## src/design/txrc_pkg.sv

```systemverilog
// shared types and constants for the text record charset transcoder
package txrc_pkg;

  // result kinds
  localparam logic [1:0] KIND_DATA = 2'd0;
  localparam logic [1:0] KIND_REC  = 2'd1;
  localparam logic [1:0] KIND_END  = 2'd2;
  localparam logic [1:0] KIND_ERR  = 2'd3;

  // special input bytes
  localparam logic [7:0] BYTE_AT = 8'h40;
  localparam logic [7:0] BYTE_NL = 8'h0a;
  localparam logic [7:0] BYTE_E2 = 8'he2;
  localparam logic [7:0] BYTE_99 = 8'h99;
  localparam logic [7:0] BYTE_82 = 8'h82;
  localparam logic [7:0] BYTE_80 = 8'h80;
  localparam logic [7:0] BYTE_C2 = 8'hc2;
  localparam logic [7:0] BYTE_A5 = 8'ha5;
  localparam logic [7:0] BYTE_B7 = 8'hb7;
  localparam logic [7:0] BYTE_C3 = 8'hc3;
  localparam logic [7:0] BYTE_A9 = 8'ha9;
  localparam logic [7:0] BYTE_97 = 8'h97;

  // mapped output bytes
  localparam logic [7:0] OUT_A9 = 8'ha9;
  localparam logic [7:0] OUT_BE = 8'hbe;
  localparam logic [7:0] OUT_A5 = 8'ha5;
  localparam logic [7:0] OUT_B7 = 8'hb7;
  localparam logic [7:0] OUT_E9 = 8'he9;
  localparam logic [7:0] OUT_D7 = 8'hd7;
  localparam logic [7:0] OUT_ZERO = 8'h00;

  // one result item
  typedef struct packed {
    logic [7:0] byte_val;
    logic [1:0] kind;
    logic       last;
  } result_t;

endpackage

```

## src/design/text_record_charset_transcoder.sv

```systemverilog
// Top level of the text record charset transcoder.
//
// Input channel: in_byte and in_end_of_input with in_valid / in_stall. One
// raw byte, or an end-of-stream mark, moves per transaction.
// Result channel: out_byte, out_kind and out_last_of_run with out_valid /
// out_stall. out_kind is 0 data, 1 record end, 2 stream end, 3 error, and
// out_last_of_run marks the final result caused by one input transaction.
// An input gives zero, one or two results.
// An accepted byte is registered in the input stage, decoded, and its results
// are written into the result queue. Throughput: one input per cycle while
// each input gives at most one result and the receiver does not stall; an
// input giving two results can raise in_stall, set by the single result
// port reading one entry of the 4-entry result queue per cycle.
// Reset (rst_n low, synchronous) empties the queue and the input stage and
// puts the decoder in plain state. After an error the decoder is halted:
// inputs are still taken but give no results until reset.
// When the receiver stalls, results wait in the queue; input transactions
// continue to be taken until the queue could overflow, then in_stall rises.
module text_record_charset_transcoder (
  input  logic       clk,
  input  logic       rst_n,
  input  logic       in_valid,
  output logic       in_stall,
  input  logic [7:0] in_byte,
  input  logic       in_end_of_input,
  output logic       out_valid,
  input  logic       out_stall,
  output logic [7:0] out_byte,
  output logic [1:0] out_kind,
  output logic       out_last_of_run
);
  import txrc_pkg::*;

  typedef enum logic [2:0] {
    MODE_PLAIN = 3'd0,
    MODE_E2    = 3'd1,
    MODE_E2_99 = 3'd2,
    MODE_C2    = 3'd3,
    MODE_C3    = 3'd4,
    MODE_NL    = 3'd5,
    MODE_HALT  = 3'd6
  } mode_t;

  typedef struct packed {
    logic       emit;
    logic [7:0] byte_val;
    mode_t      mode;
  } plain_t;

  localparam int QDepth = 4;

  // plain-state handling of one byte
  function automatic plain_t plain_map(input logic [7:0] b);
    plain_t p;
    p.emit     = 1'b1;
    p.byte_val = b;
    p.mode     = MODE_PLAIN;
    case (b)
      BYTE_AT: p.byte_val = BYTE_NL;
      BYTE_E2: begin p.emit = 1'b0; p.mode = MODE_E2; end
      BYTE_C2: begin p.emit = 1'b0; p.mode = MODE_C2; end
      BYTE_C3: begin p.emit = 1'b0; p.mode = MODE_C3; end
      BYTE_NL: begin p.emit = 1'b0; p.mode = MODE_NL; end
      default: p.emit = 1'b1;
    endcase
    return p;
  endfunction

  mode_t      mode_r, mode_nxt;
  logic       stg_valid_r;
  logic [7:0] stg_byte_r;
  logic       stg_eoi_r;

  result_t    res0, res1;
  logic [1:0] push_n;
  plain_t     pm;

  result_t    queue_r [QDepth];
  logic [1:0] wr_ptr_r, rd_ptr_r;
  logic [2:0] count_r, count_nxt;
  logic       in_take, out_take;

  // handshakes
  assign out_valid = (count_r != 3'd0);
  assign out_take  = out_valid & ~out_stall;
  assign in_stall  = ((count_r + {1'b0, push_n}) > 3'd2);
  assign in_take   = in_valid & ~in_stall;

  assign out_byte        = queue_r[rd_ptr_r].byte_val;
  assign out_kind        = queue_r[rd_ptr_r].kind;
  assign out_last_of_run = queue_r[rd_ptr_r].last;

  // decode of the staged transaction
  always_comb begin
    res0     = '{byte_val: OUT_ZERO, kind: KIND_DATA, last: 1'b0};
    res1     = '{byte_val: OUT_ZERO, kind: KIND_DATA, last: 1'b0};
    push_n   = 2'd0;
    mode_nxt = mode_r;
    pm       = plain_map(stg_byte_r);
    if (stg_valid_r) begin
      case (mode_r)
        MODE_PLAIN: begin
          if (stg_eoi_r) begin
            res0.kind = KIND_END;
            push_n    = 2'd1;
          end else begin
            res0.byte_val = pm.byte_val;
            push_n        = pm.emit ? 2'd1 : 2'd0;
            mode_nxt      = pm.mode;
          end
        end
        MODE_NL: begin
          mode_nxt = MODE_PLAIN;
          if (stg_eoi_r) begin
            res0.kind = KIND_REC;
            res1.kind = KIND_END;
            push_n    = 2'd2;
          end else if (stg_byte_r == BYTE_NL) begin
            res0.kind = KIND_REC;
            push_n    = 2'd1;
          end else begin
            res0.byte_val = BYTE_NL;
            res1.byte_val = pm.byte_val;
            push_n        = pm.emit ? 2'd2 : 2'd1;
            mode_nxt      = pm.mode;
          end
        end
        MODE_E2, MODE_E2_99, MODE_C2, MODE_C3: begin
          mode_nxt = MODE_PLAIN;
          push_n   = 2'd1;
          if (stg_eoi_r) begin
            res0.kind = KIND_ERR;
            mode_nxt  = MODE_HALT;
          end else begin
            // assume a bad continuation, then override on a match
            res0.kind     = KIND_ERR;
            res0.byte_val = stg_byte_r;
            mode_nxt      = MODE_HALT;
            case (mode_r)
              MODE_E2: begin
                if (stg_byte_r == BYTE_99) begin
                  push_n   = 2'd0;
                  mode_nxt = MODE_E2_99;
                end
              end
              MODE_E2_99: begin
                if (stg_byte_r == BYTE_82 || stg_byte_r == BYTE_80) begin
                  res0.kind     = KIND_DATA;
                  res0.byte_val = (stg_byte_r == BYTE_82) ? OUT_A9 : OUT_BE;
                  mode_nxt      = MODE_PLAIN;
                end
              end
              MODE_C2: begin
                if (stg_byte_r == BYTE_A5 || stg_byte_r == BYTE_B7) begin
                  res0.kind     = KIND_DATA;
                  res0.byte_val = (stg_byte_r == BYTE_A5) ? OUT_A5 : OUT_B7;
                  mode_nxt      = MODE_PLAIN;
                end
              end
              default: begin
                if (stg_byte_r == BYTE_A9 || stg_byte_r == BYTE_97) begin
                  res0.kind     = KIND_DATA;
                  res0.byte_val = (stg_byte_r == BYTE_A9) ? OUT_E9 : OUT_D7;
                  mode_nxt      = MODE_PLAIN;
                end
              end
            endcase
          end
        end
        default: begin
          // halted: swallow everything
          push_n   = 2'd0;
          mode_nxt = MODE_HALT;
        end
      endcase
    end
    // mark the final result of this transaction
    if (push_n == 2'd1) res0.last = 1'b1;
    if (push_n == 2'd2) res1.last = 1'b1;
  end

  // input stage and decoder state
  always_ff @(posedge clk) begin
    if (!rst_n) begin
      mode_r      <= MODE_PLAIN;
      stg_valid_r <= 1'b0;
    end else begin
      mode_r      <= mode_nxt;
      stg_valid_r <= in_take;
    end
    if (in_take) begin
      stg_byte_r <= in_byte;
      stg_eoi_r  <= in_end_of_input;
    end
  end

  // result queue
  assign count_nxt = count_r + {1'b0, push_n} - {2'b00, out_take};

  always_ff @(posedge clk) begin
    if (!rst_n) begin
      wr_ptr_r <= 2'd0;
      rd_ptr_r <= 2'd0;
      count_r  <= 3'd0;
    end else begin
      wr_ptr_r <= wr_ptr_r + push_n;
      rd_ptr_r <= rd_ptr_r + {1'b0, out_take};
      count_r  <= count_nxt;
    end
    if (push_n != 2'd0) queue_r[wr_ptr_r] <= res0;
    if (push_n == 2'd2) queue_r[wr_ptr_r + 2'd1] <= res1;
  end

  // checks
  a_queue_bound: assert property (@(posedge clk) disable iff (!rst_n)
    count_r <= 3'(QDepth))
    else $error("result queue overflow");

  a_error_halts: assert property (@(posedge clk) disable iff (!rst_n)
    (push_n != 2'd0 && res0.kind == KIND_ERR) |=> mode_r == MODE_HALT)
    else $error("error did not halt decoder");

  a_halt_silent: assert property (@(posedge clk) disable iff (!rst_n)
    (mode_r == MODE_HALT) |-> push_n == 2'd0)
    else $error("halted decoder produced a result");

  a_stage_load: assert property (@(posedge clk) disable iff (!rst_n)
    in_take |=> stg_valid_r)
    else $error("accepted transaction not staged");

endmodule
```

## config.mk

```make
export PLATFORM = sky130hd
export DESIGN_NAME = text_record_charset_transcoder
export DESIGN_NICKNAME = d
export VERILOG_FILES = /design/src/design/txrc_pkg.sv /design/src/design/text_record_charset_transcoder.sv
export SDC_FILE = /design/constraint.sdc
export NUM_CORES = 1
export LEC_CHECK = 0
export BUFFER_PORTS_ARGS = -buffer_cell sky130_fd_sc_hd__buf_2
export CAP_MARGIN = 10
export CORE_UTILIZATION = 55
export CTS_CLUSTER_DIAMETER = 40
export CTS_CLUSTER_SIZE = 28
export DETAILED_ROUTE_END_ITERATION = 8
export HOLD_SLACK_MARGIN = 0.12
export PLACE_DENSITY = 0.83
export SYNTH_ARGS = -nofsm -noshare
export SYNTH_HDL_FRONTEND = slang
export SYNTH_SLANG_ARGS = --single-unit
```

## constraint.sdc

```tcl
create_clock -name clk -period 3.7 [get_ports clk]
set_input_delay 0.37 -clock clk [delete_from_list [all_inputs] [get_ports clk]]
set_output_delay 0.37 -clock clk [all_outputs]
set_load 0.005 [all_outputs]
```

; After elaboration in Yosys (flattened, before gate mapping)
; Memories as Yosys holds them, arrays and structs flattened. A register that Yosys moved wholly into a read port is not among the register bits.
; Cells that the tools add are included.
[word_totals]
ff_bits = 20
latch_bits = 0
ramBits = 44
mem_bits_ro = 0
output_inout_bits = 13
n_memories = 1
[classes]
addsub = 5
mul = 0
n_div = 0
order_cmp = 1
n_eq_ne = 20
shift = 0
n_mux = 49
bitwise = 4
n_reduce_logical = 9
[mem_list]
columns = name, words, word_bits, read_ports, rd_clocked_by_memory_dff, write_ports, line
row1 = queue_r, 4, 11, 1, 1, 2, text_record_charset_transcoder.sv:78  ; result_t queue_r [QDepth];
[op_table]
columns = cell, count
row1 = "equality test 8 bit, second input constant", 10
row2 = 2-to-1 mux 10 bit, 6
row3 = one-hot mux 10 bit (3 select lines), 2
row4 = 2-to-1 mux 8 bit, 6
row5 = 2-to-1 mux 3 bit, 8
row6 = one-hot mux 3 bit (3 select lines), 2
row7 = 2-to-1 mux 2 bit, 7
row8 = 2-to-1 mux 1 bit, 12
row9 = one-hot mux 3 bit (4 select lines), 1
row10 = 2-to-1 mux 5 bit, 2
row11 = "equality test 8 x 4 -> 1 bit, second input constant", 1
row12 = "equality test 8 x 7 -> 1 bit, second input constant", 1
row13 = OR reduction 4 bit, 2
row14 = "equality test 3 x 2 -> 1 bit, second input constant", 2
row15 = "equality test 3 bit, second input constant", 2
row16 = 2-to-1 mux 6 bit, 1
row17 = one-hot mux 2 bit (3 select lines), 1
row18 = 2-to-1 mux 4 bit, 1
row19 = adder 3 x 2 -> 3 bit, 1
row20 = "equality test 3 x 1 -> 1 bit, second input constant", 1
row21 = "greater-than comparator 3 x 2 -> 1 bit, second input constant", 1
row22 = zero test 3 bit, 1
row23 = logical OR 1 bit, 3
row24 = nonzero test 3 bit, 1
row25 = other kinds (11), 13

; Logic depth before layout (Yosys ltp)
[depth]
ltp_word = 11
ltp_mapped = 13

; Worst setup path before layout
; Ideal clock, no wire load.
[synth_timing]
path_kind = flip-flop to flip-flop
startpoint = register stg_byte_r[2]
endpoint = register stg_byte_r[0], enable pin
setup_time_ns = 0.337
arrival_time_ns = 2.797
required_time_ns = 3.363
slack_ns = 0.565
path_stages_with_launch = 12
synth_period_minus_slack_ns = 3.135
path_cell_list = edfxtp_1 > or3b_1 > nor2_1 > a21oi_1 > nand2b_1 > inv_1 > ha_1 > inv_1 > fa_1 > xor2_1 > o21a_1 > and2_1
[synth_via]
elab_chain_cells = 11
elab_cells_between_ends = 20
cone_classes = add/sub (1) / order compare (1) / eq/ne (5) / mux (10) / bitwise (2) / reduce/logical (1)
[synth_rtl]
columns = item, line
row1 = "start, declared", text_record_charset_transcoder.sv:71  ; logic [7:0] stg_byte_r;
row2 = "start signal, assigned", text_record_charset_transcoder.sv:192  ; stg_byte_r <= in_byte;
row3 = equality test 8 x 4 -> 1 bit / equality test 8 bit (equally long branches), "text_record_charset_transcoder.sv:58, text_record_charset_transcoder.sv:118"
row4 = OR reduction 4 bit (no source line), --
row5 = 2-to-1 mux 2 bit, text_record_charset_transcoder.sv:124  ; push_n = pm.emit ? 2'd2 : 2'd1;
row6 = 2-to-1 mux 2 bit, text_record_charset_transcoder.sv:118  ; end else if (stg_byte_r == BYTE_NL) begin
row7 = 2-to-1 mux 2 bit, text_record_charset_transcoder.sv:114  ; if (stg_eoi_r) begin
row8 = one-hot mux 2 bit (3 select lines) *, text_record_charset_transcoder.sv:101  ; case (mode_r)
row9 = 2-to-1 mux 2 bit *, text_record_charset_transcoder.sv:100  ; if (stg_valid_r) begin
row10 = adder 3 x 2 -> 3 bit *, text_record_charset_transcoder.sv:86  ; assign in_stall = ((count_r + {1'b0, push_n}) > 3'd2);
row11 = greater-than comparator 3 x 2 -> 1 bit *, text_record_charset_transcoder.sv:86
row12 = inverter 1 bit *, text_record_charset_transcoder.sv:87  ; assign in_take = in_valid & ~in_stall;
row13 = AND 1 bit *, text_record_charset_transcoder.sv:87
row14 = named net in_take, text_record_charset_transcoder.sv:81  ; logic in_take, out_take;
; Mark *: on every way through the listed nets, which the timed path passes. The rest lies on a longest branch.
; A chain may end at the register's enable or synchronous reset.

; Final worst setup path
[layout_timing]
startpoint = register stg_byte_r[2]
endpoint = output in_stall
[layout_via]
elab_chain_cells = 9
elab_cells_between_ends = 18
cone_classes = add/sub (1) / order compare (1) / eq/ne (5) / mux (10) / reduce/logical (1)
[layout_rtl]
columns = item, line
row1 = equality test 8 x 4 -> 1 bit / equality test 8 bit (equally long branches), "text_record_charset_transcoder.sv:58, text_record_charset_transcoder.sv:118"
row2 = OR reduction 4 bit (no source line), --
row3 = 2-to-1 mux 2 bit, text_record_charset_transcoder.sv:124
row4 = 2-to-1 mux 2 bit, text_record_charset_transcoder.sv:118
row5 = 2-to-1 mux 2 bit, text_record_charset_transcoder.sv:114
row6 = one-hot mux 2 bit (3 select lines) *, text_record_charset_transcoder.sv:101
row7 = 2-to-1 mux 2 bit *, text_record_charset_transcoder.sv:100
row8 = adder 3 x 2 -> 3 bit *, text_record_charset_transcoder.sv:86
row9 = greater-than comparator 3 x 2 -> 1 bit *, text_record_charset_transcoder.sv:86
row10 = "end, declared", text_record_charset_transcoder.sv:23  ; output logic in_stall,
; Every way passes the cells marked *; elsewhere a longest branch is shown, timed or not.

==> flow_summary.toml <==
[floorplan]
die_w_um = 84.0
top_level_ports = 26
die_y_um = 84.0
die_area_sq_um = 7050
core.rowCount = 29
start_util_pct = 57.5
core_area_sq_um = 6420

[grt]
grt_first_pass_wirelength_um = 14400
grt_pass1_vias = 2863
grt_max_degree = 16
grt.overflow.total = 0
antenna_found_initial = 0
grt_usage_pct = 26.9

[setup_path]
cp.required_ns = 3.33
critical_path_class = "register to primary output"
worst_path_dominant_cell_family = "simple AND/OR/NAND/NOR gates"
startpoint = "stg_byte_r[2]$_DFFE_PP_"
cp_cell_sequence = "or3b_1, nor3_1, a21oi_1, nand2b_1, inv_1, ha_1, inv_1, fa_1, o21a_1, inv_1, buf_2"
r2r_end = "stg_byte_r[4]$_DFFE_PP_"
critPathCaptureType = "primary output"
arrival_ns = 3.10
worstPathMaxFanout = 6
crit_slowest_cell = "edfxtp_1"
slowest_delay_ns = 0.49
r2r-start = "stg_byte_r[6]$_DFFE_PP_"
cp.buffers_inverters = 4
path_common_cell = "inv_1"
rr_worst_depth = 12
ff2ff_setup_slack_ns = 0.46
cp-start-kind = "register"

[logic_synthesis]
yosysWarnings = 0
synth.most_common_cell = "edfxtp_1"
synth_top_cells_by_count = "edfxtp_1, nand2_1, a21oi_1, nor2_1, o22ai_1"
syn_nets = 358
synth_ff_type = "edfxtp_1"
synthTopCellsByArea = "edfxtp_1, dfxtp_1, mux4_2"
netlist_area_sq_um = 3690
ys_ff_latch = 64
synthCells = 339
synth_cell_types = 68
async_flop_share_pct = 0
synth.yosys.seq_area_share_pct = 48.0
synth.top_cell.area_share_pct = 39.8
synth_edf_count = 49
synth_top_area_cell = "edfxtp_1"
syn_avg_cell_area_sq_um = 10.9

[clocking]
insertion_delay_ns = 0.35
cts_sinks = 64
hold_buffers = 0
root_buffer = "clkbuf_8"
cts.htree.levels = 3
path_clk_slew_ns = 0.07
clockBufferDepth = 2
tritoncts = "done"
cts_buffers = 9

[final_layout]
antenna_cells = 0
fill_cells = 499
syn_to_final_growth_pct = 12.6
multi_input_area_sq_um = 1790
layout-drive-gt1-share_pct = 23.0
fin_util_pct = 64.7
finalNonFillerCells = 455
regArea_sq_um = 1770
nets = 392

[placement]
placedCellCount = 429
dpl.hpwl_um = 6490
gp_congestion = 0.916
io_buffers = 25

[power]
internal_power_mw = 1.53
seqPwrFrac_pct = 43.5
clkPwrFrac_pct = 25.6
p_switching_mw = 0.762
leakage_nw = 1.45
power_frac_comb_pct = 30.9
netSwitchingFraction_pct = 33.3
powerDensity_nw_per_um2 = 551
peakVddDrop_v = 0.000327

[detailed_routing]
dr.pass1.iters = 7
num_vias = 3054
ant_nets = 0
post-route-drc-count = 8
vias_per_cell = 6.71
drtIter0Drc = 319
wire_per_inst_um = 19.8
wl_um = 8990

[sta]
max-slew-margin-rel_pct = 45.0
finalSetupViolCount = 0
finalCritPeriodShare_pct = 93.7
fin_tns_setup_ns = 0
hold_viol = 0
maxSlewViolCount = 0
fin_skew_ns = 0.00769
worstMarginPinSlew_ns = 0.823
finalCriticalPeriod_ns = 3.47
rsz0062_at_grt = "false"
max_freq_mhz = 289

[worst_hold_path]
min_delay_path_depth = 1
hold_start = "in_byte[1]"
hp-class = "input port to register"
whs_endpoint = "stg_byte_r[1]$_DFFE_PP_"

[run_status]
status = "complete, but fails checks"
violations = "design-rule violations"

[job]
maxCapViolCount = 0
cell families (layout without fill, tap and decap cells):
family	Yosys count	count (layout)	share of synthesized area (%)
AOI/OAI and AO/OA	108	108	20.4
and+or+nand+nor	108	108	16.5
DFF	64	64	48.0
buffers and inverters	33	72	3.86
muxes	14	14	7.62
adders and majority gates	6	6	2.24
xor gates and xnor gates	6	6	1.42
sequential cells by signal, summed over array words and instances, names as in the netlist:
register	cells
count_r	3
mode_r	3
queue_r	44
rd_ptr_r	2
stg_byte_r	8
stg_eoi_r	1
stg_valid_r	1
wr_ptr_r	2
per-stage QoR:
step | setup slack [ns] | hold WS, ns | total power, mW | instance area (sq um)
final | 0.234 | 0.190 | 2.29 | 4160
after global routing | 0.00143 | 0.180 | 2.41 | 4160
after CTS | 0.151 | 0.182 | 2.25 | 4070
after detailed placement | 0.359 | 0.485 | 1.67 | 3880
after global placement | 0.487 | 0.468 | 1.65 | 3880
after floorplan | 0.565 | 0.460 | 1.46 | 3690
power groups by stage:
stage | combinational, mW | sequential [mW] | clock, mW
4_1_cts | 0.650 | 1.01 | 0.590
2_1_floorplan | 0.527 | 0.930 | 0
3_3_place_gp | 0.631 | 1.02 | 0
5_1_grt | 0.774 | 1.01 | 0.620
6_report | 0.707 | 0.997 | 0.586
3_5_place_dp | 0.645 | 1.02 | 0
what timing repair did:
action	4_1_cts	5_1_grt
endpoints found under the setup margin	0	1
setup buffers	0	10
gates resized for setup	0	2
layout by cell type (no fill, tap or decap), types with 3 or more instances in the layout:
cell type  synthesis  final
edfxtp_1          49     49
mux4_2            11     11
a31oi_1            4      4
nor4b_1            3      3
o21ai_0           12     12
inv_1             13     13
o22ai_1           19     19
nor2_1            19     19
nor4_1             4      4
and3b_1            3      3
buf_2              3     25
mux2_2             3      3
o21ai_1            3      3
nand2_1           30     30
nor3_1             6      6
nand3_1            4      4
dfxtp_1           15     15
a21boi_0           3      3
o32ai_1            5      5
o21a_1             3      3
xor2_1             4      3
a21oi_1           19     19
ha_1               5      5
nor2b_1            5      5
a211oi_1           7      7
nand2b_1           4      4
o211ai_1           3      3
and2_1            10     10
a32o_1             5      5
clkinv_2           0      3
clkbuf_8           0      9
buf_4              0     18
area by class of cell:
| class | instances | share of cell area (%) |
|---|---|---|
| inverters | 13 | 1.17 |
| clock inverters | 6 | 1.44 |
| multi-input cells | 242 | 43.1 |
| flip-flops and latches | 64 | 42.6 |
| repair buffers | 43 | 6.26 |
| well taps | 77 | 2.32 |
| clock buffers | 10 | 3.07 |
worst max path at each step:
| stage | end | slack, ns | depth (start not counted) |
|---|---|---|---|
| floorplan | stg_byte_r[0]$_DFFE_PP_ | 0.57 | 11 |
| global placement | stg_byte_r[2]$_DFFE_PP_ | 0.49 | 11 |
| detailed placement | stg_byte_r[6]$_DFFE_PP_ | 0.36 | 11 |
| CTS | in_stall | 0.15 | 11 |
| global route | in_stall | 0.001 | 11 |
| finish | in_stall | 0.23 | 11 |
routing by layer:
layer	vias up	share of wire (%)	global-route usage [%]
li1	1397	-	-
met1	1460	41	34.5
met2	164	49	44.0
met3	33	7.0	4.25
met4	0	3.7	14.1
met5	-	0	0
No activity file was read; power rests on OpenSTA's default activity.
